===== src/rtl/charset_html_escape_assert.svh =====
// ----------------------------------------------------------------------------
// charset_html_escape assertion macros
// shared property forms for the html escaper checks
// ----------------------------------------------------------------------------
`ifndef CHARSET_HTML_ESCAPE_ASSERT_SVH
`define CHARSET_HTML_ESCAPE_ASSERT_SVH

// same-cycle implication, disabled in reset
`define CHE_ASSERT_IMP(label, ante, cons) \
	label: assert property (@(posedge clk) disable iff (!arst_n) (ante) |-> (cons)) \
		else $error("charset_html_escape check failed");

// next-cycle implication, disabled in reset
`define CHE_ASSERT_NXT(label, ante, cons) \
	label: assert property (@(posedge clk) disable iff (!arst_n) (ante) |=> (cons)) \
		else $error("charset_html_escape check failed");

`endif


===== src/rtl/che_pkg.sv =====
// ----------------------------------------------------------------------------
// che_pkg
// types, constants and the charset table of the html escaper
// ----------------------------------------------------------------------------
package che_pkg;

	localparam int CAPACITY_BITS = 16;
	localparam int CFG_W         = 16;
	localparam int BYTE_W        = 8;
	localparam int BUDGET_W      = 17;
	localparam int MAX_OUT       = 5;
	localparam int CNT_W         = 3;
	localparam int BUDGET_MARGIN = 6;

	localparam logic [CFG_W-1:0] CAP_RESET = CFG_W'(1024);
	localparam logic [CFG_W-1:0] CAP_MASK  = CFG_W'((64'd1 << CAPACITY_BITS) - 64'd1);

	typedef logic [BYTE_W-1:0]          byte_t;
	typedef logic [CFG_W-1:0]           cap_t;
	typedef logic signed [BUDGET_W-1:0] budget_t;
	typedef logic [CNT_W-1:0]           cnt_t;

	localparam byte_t CH_NUL = 8'h00;
	localparam byte_t CH_LT  = 8'h3C;
	localparam byte_t CH_GT  = 8'h3E;
	localparam byte_t CH_AMP = 8'h26;
	localparam byte_t CH_NL  = 8'h0A;

	// escape burst: bytes[0] leaves first
	typedef struct packed {
		byte_t [MAX_OUT-1:0] bytes;
		cnt_t                cnt;
		logic                last;
	} burst_t;

	// per-string tracking state
	typedef struct packed {
		budget_t budget;
		logic    closed;
	} track_t;

	localparam byte_t CHARSET_MAP [256] = '{
		8'h00, 8'h23, 8'h23, 8'h23, 8'h23, 8'h2E, 8'h23, 8'h23,
		8'h23, 8'h09, 8'h0A, 8'h23, 8'h20, 8'h0D, 8'h2E, 8'h2E,
		8'h5B, 8'h5D, 8'h30, 8'h31, 8'h32, 8'h33, 8'h34, 8'h35,
		8'h36, 8'h37, 8'h38, 8'h39, 8'h2E, 8'h3C, 8'h3D, 8'h3E,
		8'h20, 8'h21, 8'h22, 8'h23, 8'h24, 8'h25, 8'h26, 8'h27,
		8'h28, 8'h29, 8'h2A, 8'h2B, 8'h2C, 8'h2D, 8'h2E, 8'h2F,
		8'h30, 8'h31, 8'h32, 8'h33, 8'h34, 8'h35, 8'h36, 8'h37,
		8'h38, 8'h39, 8'h3A, 8'h3B, 8'h3C, 8'h3D, 8'h3E, 8'h3F,
		8'h40, 8'h41, 8'h42, 8'h43, 8'h44, 8'h45, 8'h46, 8'h47,
		8'h48, 8'h49, 8'h4A, 8'h4B, 8'h4C, 8'h4D, 8'h4E, 8'h4F,
		8'h50, 8'h51, 8'h52, 8'h53, 8'h54, 8'h55, 8'h56, 8'h57,
		8'h58, 8'h59, 8'h5A, 8'h5B, 8'h5C, 8'h5D, 8'h5E, 8'h5F,
		8'h60, 8'h61, 8'h62, 8'h63, 8'h64, 8'h65, 8'h66, 8'h67,
		8'h68, 8'h69, 8'h6A, 8'h6B, 8'h6C, 8'h6D, 8'h6E, 8'h6F,
		8'h70, 8'h71, 8'h72, 8'h73, 8'h74, 8'h75, 8'h76, 8'h77,
		8'h78, 8'h79, 8'h7A, 8'h7B, 8'h7C, 8'h7D, 8'h7E, 8'h3C,
		8'h3C, 8'h3D, 8'h3E, 8'h23, 8'h23, 8'h2E, 8'h23, 8'h23,
		8'h23, 8'h23, 8'h20, 8'h23, 8'h20, 8'h3E, 8'h2E, 8'h2E,
		8'h5B, 8'h5D, 8'h30, 8'h31, 8'h32, 8'h33, 8'h34, 8'h35,
		8'h36, 8'h37, 8'h38, 8'h39, 8'h2E, 8'h3C, 8'h3D, 8'h3E,
		8'h20, 8'h21, 8'h22, 8'h23, 8'h24, 8'h25, 8'h26, 8'h27,
		8'h28, 8'h29, 8'h2A, 8'h2B, 8'h2C, 8'h2D, 8'h2E, 8'h2F,
		8'h30, 8'h31, 8'h32, 8'h33, 8'h34, 8'h35, 8'h36, 8'h37,
		8'h38, 8'h39, 8'h3A, 8'h3B, 8'h3C, 8'h3D, 8'h3E, 8'h3F,
		8'h40, 8'h41, 8'h42, 8'h43, 8'h44, 8'h45, 8'h46, 8'h47,
		8'h48, 8'h49, 8'h4A, 8'h4B, 8'h4C, 8'h4D, 8'h4E, 8'h4F,
		8'h50, 8'h51, 8'h52, 8'h53, 8'h54, 8'h55, 8'h56, 8'h57,
		8'h58, 8'h59, 8'h5A, 8'h5B, 8'h5C, 8'h5D, 8'h5E, 8'h5F,
		8'h60, 8'h61, 8'h62, 8'h63, 8'h64, 8'h65, 8'h66, 8'h67,
		8'h68, 8'h69, 8'h6A, 8'h6B, 8'h6C, 8'h6D, 8'h6E, 8'h6F,
		8'h70, 8'h71, 8'h72, 8'h73, 8'h74, 8'h75, 8'h76, 8'h77,
		8'h78, 8'h79, 8'h7A, 8'h7B, 8'h7C, 8'h7D, 8'h7E, 8'h3C
	};

	// budget reload: capacity minus the reserved margin
	function automatic budget_t rearm_budget(input cap_t cap);
		budget_t b;
		b = budget_t'({1'b0, cap & CAP_MASK}) - budget_t'(BUDGET_MARGIN);
		return b;
	endfunction

endpackage


===== src/rtl/che_if.sv =====
// ----------------------------------------------------------------------------
// che interfaces
// valid/ready channels of the html escaper
// ----------------------------------------------------------------------------
interface che_in_if;
	import che_pkg::*;
	logic  valid;
	logic  ready;
	byte_t char_code;

	modport source (output valid, output char_code, input ready);
	modport sink   (input valid, input char_code, output ready);
endinterface

interface che_out_if;
	import che_pkg::*;
	logic  valid;
	logic  ready;
	byte_t out_byte;
	logic  last;

	modport source (output valid, output out_byte, output last, input ready);
	modport sink   (input valid, input out_byte, input last, output ready);
endinterface

interface che_cfg_if;
	import che_pkg::*;
	logic valid;
	logic ready;
	cap_t output_capacity;

	modport source (output valid, output output_capacity, input ready);
	modport sink   (input valid, input output_capacity, output ready);
endinterface


===== src/rtl/che_expand.sv =====
// ----------------------------------------------------------------------------
// che_expand
// maps one source code and builds its escape burst and next string state
// ----------------------------------------------------------------------------
module che_expand (
	input  che_pkg::byte_t  char_code,
	input  che_pkg::cap_t   cap,
	input  che_pkg::track_t cur,
	output che_pkg::burst_t burst,
	output che_pkg::track_t nxt
);
	import che_pkg::*;

	byte_t ch;
	byte_t [MAX_OUT-1:0] esc;
	cnt_t  n;

	// escape text for the mapped character
	always_comb begin
		ch  = CHARSET_MAP[char_code];
		esc = '0;
		n   = cnt_t'(1);
		case (ch)
			CH_LT: begin
				esc[0] = 8'h26; esc[1] = 8'h6C; esc[2] = 8'h74; esc[3] = 8'h3B;
				n = cnt_t'(4);
			end
			CH_GT: begin
				esc[0] = 8'h26; esc[1] = 8'h67; esc[2] = 8'h74; esc[3] = 8'h3B;
				n = cnt_t'(4);
			end
			CH_NL: begin
				esc[0] = 8'h3C; esc[1] = 8'h62; esc[2] = 8'h72; esc[3] = 8'h2F;
				esc[4] = 8'h3E;
				n = cnt_t'(5);
			end
			CH_AMP: begin
				esc[0] = 8'h26; esc[1] = 8'h61; esc[2] = 8'h6D; esc[3] = 8'h70;
				esc[4] = 8'h3B;
				n = cnt_t'(5);
			end
			default: begin
				esc[0] = ch;
			end
		endcase
	end

	// string control: terminator, drop, budget close, or escape
	always_comb begin
		burst       = '0;
		burst.bytes = '0;
		nxt         = cur;
		if (char_code == CH_NUL) begin
			nxt.budget = rearm_budget(cap);
			nxt.closed = 1'b0;
			if (!cur.closed) begin
				burst.cnt  = cnt_t'(1);
				burst.last = 1'b1;
			end
		end else if (cur.closed) begin
			burst.cnt = '0;
		end else if (cur.budget <= budget_t'(0)) begin
			nxt.closed = 1'b1;
			burst.cnt  = cnt_t'(1);
			burst.last = 1'b1;
		end else begin
			burst.bytes = esc;
			burst.cnt   = n;
			nxt.budget  = cur.budget - budget_t'({1'b0, n});
		end
	end

endmodule


===== src/rtl/charset_html_escape.sv =====
// ----------------------------------------------------------------------------
// charset_html_escape
// charset-mapping html escaper with a per-string output budget
// ----------------------------------------------------------------------------
// path: src word -> burst stage -> output register -> dst
// throughput: one result word per cycle while dst is ready; a source word
//   that expands to n result words (n = 1, 4 or 5) holds src until its last
//   byte leaves the single output byte register; dropped words give nothing
// reset: capacity 1024, budget 1018, string open, both stages empty;
//   cfg is always ready and a write reloads the budget and reopens the string
// ----------------------------------------------------------------------------
module charset_html_escape (
	input  logic             clk,
	input  logic             arst_n,
	che_in_if.sink           src,
	che_out_if.source        dst,
	che_cfg_if.sink          cfg
);
	import che_pkg::*;

	`include "charset_html_escape_assert.svh"

	// configuration and per-string state
	cap_t   cap_q;
	track_t track_q;

	// burst stage: remaining escape bytes, head in slot 0
	byte_t [MAX_OUT-1:0] bytes_s1;
	cnt_t                cnt_s1;
	logic                last_s1;

	// output register
	logic  out_valid_q;
	byte_t out_byte_q;
	logic  out_last_q;

	// combinational results of the expander
	burst_t burst;
	track_t track_nxt;

	logic out_take;
	logic burst_move;
	logic src_acc;
	logic cfg_acc;

	che_expand u_expand (
		.char_code (src.char_code),
		.cap       (cap_q),
		.cur       (track_q),
		.burst     (burst),
		.nxt       (track_nxt)
	);

	// output register can load when empty or being drained
	assign out_take   = !out_valid_q || dst.ready;
	assign burst_move = (cnt_s1 != '0) && out_take;

	// take a new word once the burst stage empties, even in the same cycle
	assign src.ready = (cnt_s1 == '0) || ((cnt_s1 == cnt_t'(1)) && out_take);
	assign src_acc   = src.valid && src.ready;

	assign cfg.ready = 1'b1;
	assign cfg_acc   = cfg.valid;

	assign dst.valid    = out_valid_q;
	assign dst.out_byte = out_byte_q;
	assign dst.last     = out_last_q;

	// capacity register and string state
	always_ff @(posedge clk or negedge arst_n) begin
		if (!arst_n) begin
			cap_q          <= CAP_RESET;
			track_q.budget <= rearm_budget(CAP_RESET);
			track_q.closed <= 1'b0;
		end else if (cfg_acc) begin
			// writes should only land while idle; the block itself does not enforce it
			cap_q          <= cfg.output_capacity;
			track_q.budget <= rearm_budget(cfg.output_capacity);
			track_q.closed <= 1'b0;
		end else if (src_acc) begin
			track_q <= track_nxt;
		end
	end

	// burst stage count
	always_ff @(posedge clk or negedge arst_n) begin
		if (!arst_n) begin
			cnt_s1 <= '0;
		end else if (src_acc && (burst.cnt != '0)) begin
			cnt_s1 <= burst.cnt;
		end else if (burst_move) begin
			cnt_s1 <= cnt_s1 - cnt_t'(1);
		end
	end

	// burst stage payload, shifted toward slot 0 as bytes leave
	always_ff @(posedge clk) begin
		if (src_acc && (burst.cnt != '0)) begin
			bytes_s1 <= burst.bytes;
			last_s1  <= burst.last;
		end else if (burst_move) begin
			bytes_s1 <= {byte_t'(0), bytes_s1[MAX_OUT-1:1]};
		end
	end

	// output valid
	always_ff @(posedge clk or negedge arst_n) begin
		if (!arst_n) begin
			out_valid_q <= 1'b0;
		end else if (out_take) begin
			out_valid_q <= (cnt_s1 != '0);
		end
	end

	// output payload
	always_ff @(posedge clk) begin
		if (burst_move) begin
			out_byte_q <= bytes_s1[0];
			out_last_q <= last_s1 && (cnt_s1 == cnt_t'(1));
		end
	end

	// the terminator is always a zero byte
	`CHE_ASSERT_IMP(a_last_is_zero, dst.valid && dst.last, dst.out_byte == CH_NUL)

	// escapes overshoot by at most four below zero, reload floor is minus six
	`CHE_ASSERT_IMP(a_budget_floor, 1'b1, track_q.budget >= -budget_t'(BUDGET_MARGIN))

	// a closed string stays closed until a zero word or a config write
	`CHE_ASSERT_NXT(a_closed_holds,
		track_q.closed && !cfg_acc && !(src_acc && (src.char_code == CH_NUL)),
		track_q.closed)

	// a closed string never loads a burst from a nonzero word
	`CHE_ASSERT_NXT(a_closed_drops,
		track_q.closed && !cfg_acc && src_acc && (src.char_code != CH_NUL)
			&& (cnt_s1 == '0),
		cnt_s1 == '0)

endmodule


===== src/flat_wrapper.sv =====
// flat-port wrapper written by rule: the top's interface ports become plain ports
module charset_html_escape_flat import che_pkg::*;
  (clk, arst_n, src_valid, src_char_code, src_ready, dst_valid, dst_out_byte, dst_last, dst_ready, cfg_valid, cfg_output_capacity, cfg_ready);
  che_in_if src_i ();
  che_out_if dst_i ();
  che_cfg_if cfg_i ();
  input  logic clk;
  input  logic arst_n;
  input wire logic [$bits(src_i.valid)-1:0] src_valid;
  input wire logic [$bits(src_i.char_code)-1:0] src_char_code;
  output wire logic [$bits(src_i.ready)-1:0] src_ready;
  output wire logic [$bits(dst_i.valid)-1:0] dst_valid;
  output wire logic [$bits(dst_i.out_byte)-1:0] dst_out_byte;
  output wire logic [$bits(dst_i.last)-1:0] dst_last;
  input wire logic [$bits(dst_i.ready)-1:0] dst_ready;
  input wire logic [$bits(cfg_i.valid)-1:0] cfg_valid;
  input wire logic [$bits(cfg_i.output_capacity)-1:0] cfg_output_capacity;
  output wire logic [$bits(cfg_i.ready)-1:0] cfg_ready;
  assign src_i.valid = src_valid;
  assign src_i.char_code = src_char_code;
  assign src_ready = src_i.ready;
  assign dst_valid = dst_i.valid;
  assign dst_out_byte = dst_i.out_byte;
  assign dst_last = dst_i.last;
  assign dst_i.ready = dst_ready;
  assign cfg_i.valid = cfg_valid;
  assign cfg_i.output_capacity = cfg_output_capacity;
  assign cfg_ready = cfg_i.ready;
  charset_html_escape u_core (.clk(clk), .arst_n(arst_n), .src(src_i), .dst(dst_i), .cfg(cfg_i));
endmodule

===== config.mk =====
export PLATFORM = sky130hd
export DESIGN_NAME = charset_html_escape_flat
export DESIGN_NICKNAME = d
export VERILOG_FILES = /design/src/rtl/che_pkg.sv /design/src/rtl/che_if.sv /design/src/rtl/che_expand.sv /design/src/rtl/charset_html_escape.sv /design/src/flat_wrapper.sv
export VERILOG_INCLUDE_DIRS = /design/src /design/src/rtl
export SDC_FILE = /design/constraint.sdc
export NUM_CORES = 1
export LEC_CHECK = 0
export BUFFER_PORTS_ARGS = -buffer_cell sky130_fd_sc_hd__buf_2
export CORE_MARGIN = 2
export CORE_UTILIZATION = 26
export CTS_BUF_LIST = sky130_fd_sc_hd__clkbuf_2 sky130_fd_sc_hd__clkbuf_4 sky130_fd_sc_hd__clkbuf_8
export CTS_CLUSTER_SIZE = 16
export DETAILED_ROUTE_END_ITERATION = 16
export GPL_TIMING_DRIVEN = 0
export PLACE_DENSITY_LB_ADDON = 0.3
export SYNTH_ARGS = -nofsm -noshare
export SYNTH_HDL_FRONTEND = slang
export SYNTH_SLANG_ARGS = --single-unit

===== constraint.sdc =====
create_clock -name clk -period 2.9 [get_ports clk]
set_clock_uncertainty 0.2 [all_clocks]
set_input_delay 0.58 -clock clk [delete_from_list [all_inputs] [get_ports clk]]
set_output_delay 0.58 -clock clk [all_outputs]
set_load 0.02 [all_outputs]

==> summary.md <==
| Metric | Value |
|---|---|
| Top-Level Pins | `41` |
| Yosys top cell by area | `edfxtp_1` |
| Clock share of power | `19.9%` |
| Max Clk Rate | `0.2566 GHz` |
| Layout cell share with drive strength beyond 1 | `34.60%` |
| Num CTS Buffers | `9` |
| Endpoint class of the critical path | `register` |
| Logic gate share of total power | `36.9%` |
| CTS Buffer Depth | `2` |
| Drt via density | `5.063` |
| Top cell type's share of synthesized area | `23.67%` |
| Initial DRC count | `285` |
| Die Area | `20150 um2` |
| Adder-cell share of the synthesized area | `3.794%` |
| Met1 GRT Util | `18.35%` |
| Maximum vdd drop | `260.9 uV` |
| NetSw | `1634 uW` |
| Synth Area in Compound Gates | `17.50%` |
| CP arrival | `3.99 ns` |
| Max transition margin | `38.47%` |
| PwrDens | `698.9 nW/um2` |
| Final Cell Area | `6415 um2` |
| Max Transition Viols Final | `0` |
| CP startpoint | `src_char_code[1]` |
| Distinct cells, synth | `76` |
| Grt ovf | `0` |
| Final setup fails | `23` |
| Slowest stage cell on the critical path | `or3_4` |
| Maxcap violations | `0` |
| Synthesized Nets | `561` |
| Ys async rst share | `49.35%` |
| Slowest stage delay, CP | `0.42 ns` |
| Final Hold Fails | `0` |
| Measured slew at the worst slew-check pin | `0.9230 ns` |
| RD Place Congestion | `0.8754` |
| Cell mode on critical path | `or3_4` |
| CP Cell Sequence | `buf_12 > clkinvlp_4 > ha_4 > nand2_2 > o21ai_1 > a21o_1 > a32o_2 > or3_4 > a21oi_4 > nor2_4 > ha_4 > inv_2 > o21ai_2 > or3_4 > or3_4 > nor4_2 > a211oi_1 > o31ai_1` |
| Internal | `2849 uW` |
| Xor and xnor fraction of the mapped netlist area | `6.019%` |
| Buf/Inv on CP | `3` |
| Placed cell count | `787` |
| Port Buffers | `36` |
| Synthesized-area fraction occupied by and/or/nand/nor cells | `20.23%` |
| Area delta synth->final | `29.67%` |
| Root buf cell | `clkbuf_8` |
| N_diodes | `0` |
| Die Wd | `141.9 um` |
| Met2 Use GR | `20.98%` |
| Cell area after synthesis | `4947 um2` |
| GRT Total Usage | `13.33%` |
| Status | `finished with violations` |
| Clk slew on worst S/H paths | `0.09 ns` |
| Vias | `4258` |
| Placed cell area | `5523 um2` |
| Avg Cell Area, Syn | `9.569 um2` |
| Period minus WS final | `3.897 ns` |
| Failing checks | `setup timing` |
| Leak | `0.002496 uW` |
| PnR worst setup slack | `-0.9966 ns` |
| Yosys reg bits | `77` |
| Switching Share | `36.46%` |
| Initial Utilization | `26.45%` |
| Cells after Synth | `517` |
| DRT antenna net count | `0` |
| Row count | `50` |
| Post-synthesis mux area share | `5.185%` |
| Worst skew pair latency | `0.38 ns` |
| Largest family of logic cells by synthesized area | `simple AND/OR/NAND/NOR gates` |
| RSZ-0062 raised after global routing | `true` |
| Final Instance Count excl. Fillers | `841` |
| Residual DRC | `0` |
| M3 GR Usage | `2.995%` |
| Worst EP required | `2.99 ns` |
| Most common cell after layout, fill and taps aside | `nand2_1` |
| EDFF count, synth | `39` |
| CP delay by family, top | `simple AND/OR/NAND/NOR gates` |
| Crit path kind | `in2reg` |
| Hold Path Class | `in2async` |
| Vias in the first global route | `4065` |
| Core area | `18710 um2` |
| Drt pass-1 iters | `5` |
| Synth warn | `0` |
| Worst r2r src | `u_core.track_q[14]` |
| WL/cell | `15.88 um` |
| Most frequent cells in the layout | `nand2_1, edfxtp_1, buf_2` |
| Initial antenna violation count | `0` |
| H-tree levels | `3` |
| Pwr Total | `4483 uW` |
| Total Nets Final | `646` |
| Pin count of the biggest net entering global routing | `39` |
| Top Usage Layer GRT | `met2` |
| Clock Sinks | `77` |
| Hold buffers post-CTS | `0` |
| Die height | `141.9 um` |
| Post-synthesis sequential area ratio | `43.12%` |
| Post-DP HPWL | `9233 um` |
| Synth top area cells | `edfxtp_1, dfrtp_1, nand2_1` |
| CTS tree | `done` |
| Critical Path Source Type | `input pin` |
| Tcrit/Tclk final | `134.4%` |
| First-pass GRT wire length | `21330 um` |
| Post-Place Worst Slack | `-1.895 ns` |
| Ys flop type | `edfxtp_1` |
| Flop pwr share | `43.1%` |
| Final wirelength | `13360 um` |
| Worst Path Max Fanout | `6` |
[state kept, by name, summed over array words and instances, names as in the netlist]
name                 count
u_core.dst.valid         1
u_core.cnt_s1            3
u_core.dst.last          1
u_core.last_s1           1
u_core.bytes_s1         30
u_core.dst.out_byte      7
u_core.track_q          18
u_core.cap_q            16
[synth_stat cells, types with 17 or more instances]
cell and number:
mux2_2 18, xnor2_1 19, nand2_1 68, inv_1 18
nor2_1 32, o21ai_0 31, dfrtp_1 29, o21ai_1 17
edfxtp_1 39
[per-layer routing]
metal | share of wire [%] | wire length [um]
met1 | 47 | 6332
met2 | 47 | 6211
met3 | 4.4 | 581
met4 | 1.7 | 230
met5 | 0 | 0
[area by class of cell]
type / instances / area, um2
clock buffer: 9 / 123.9
clock inverter: 7 / 85.08
fill: 1875 / 12290
timing repair buffer: 74 / 536.8
tap: 234 / 292.8
buffer: 24 / 130.1
inverter: 19 / 78.83
multi-input combinational: 397 / 3032
sequential: 77 / 2136
[timing repair]
item / 4_1_cts / 5_1_grt
pin swaps: 39 / 54
endpoints found under the setup margin: 41 / 32
gates resized for setup: 63 / 41
setup buffers: 28 / 14
[kinds of logic after synthesis]
group,Yosys count
AOI/OAI and AO/OA,129
DFF,77
other,2
buffers and inverters,43
xor gates and xnor gates,34
and+or+nand+nor,195
muxes,22
adders and majority gates,15
[final timing paths]
path                            cells after the start  slack [ns]                endpoint
worst max register to register                      7        0.08      u_core.bytes_s1[4]
worst min register to register                      0        0.23  u_core.dst.out_byte[6]
worst max-delay path                               18        -1.0      u_core.track_q[10]
min in group clk                                    0        0.23  u_core.dst.out_byte[6]
max in group asynchronous                           1        1.75      u_core.track_q[14]
worst min-delay path                                1        0.13        u_core.cap_q[13]
[power groups by stage]
stage	Sequential (uW)	Clock (uW)	Combinational [uW]
after floorplan	1940	0	977
after global placement	1920	0	1350
after detailed placement	1930	0	1380
after CTS	1920	929	1560
after global routing	1980	959	1830
final	1930	894	1660
[stage by stage]
step	util [%]	TNS [ns]	hold WS, ns
2_1_floorplan	-	-13.09	0.08441
3_3_place_gp	29.53	-41.33	0.2034
3_5_place_dp	29.53	-41.86	0.2081
4_1_cts	33.10	-12.55	0.1505
5_1_grt	34.29	-14.69	0.1928
6_report	34.29	-11.94	0.1308
Note: power is estimated with default switching activity, not from simulation.
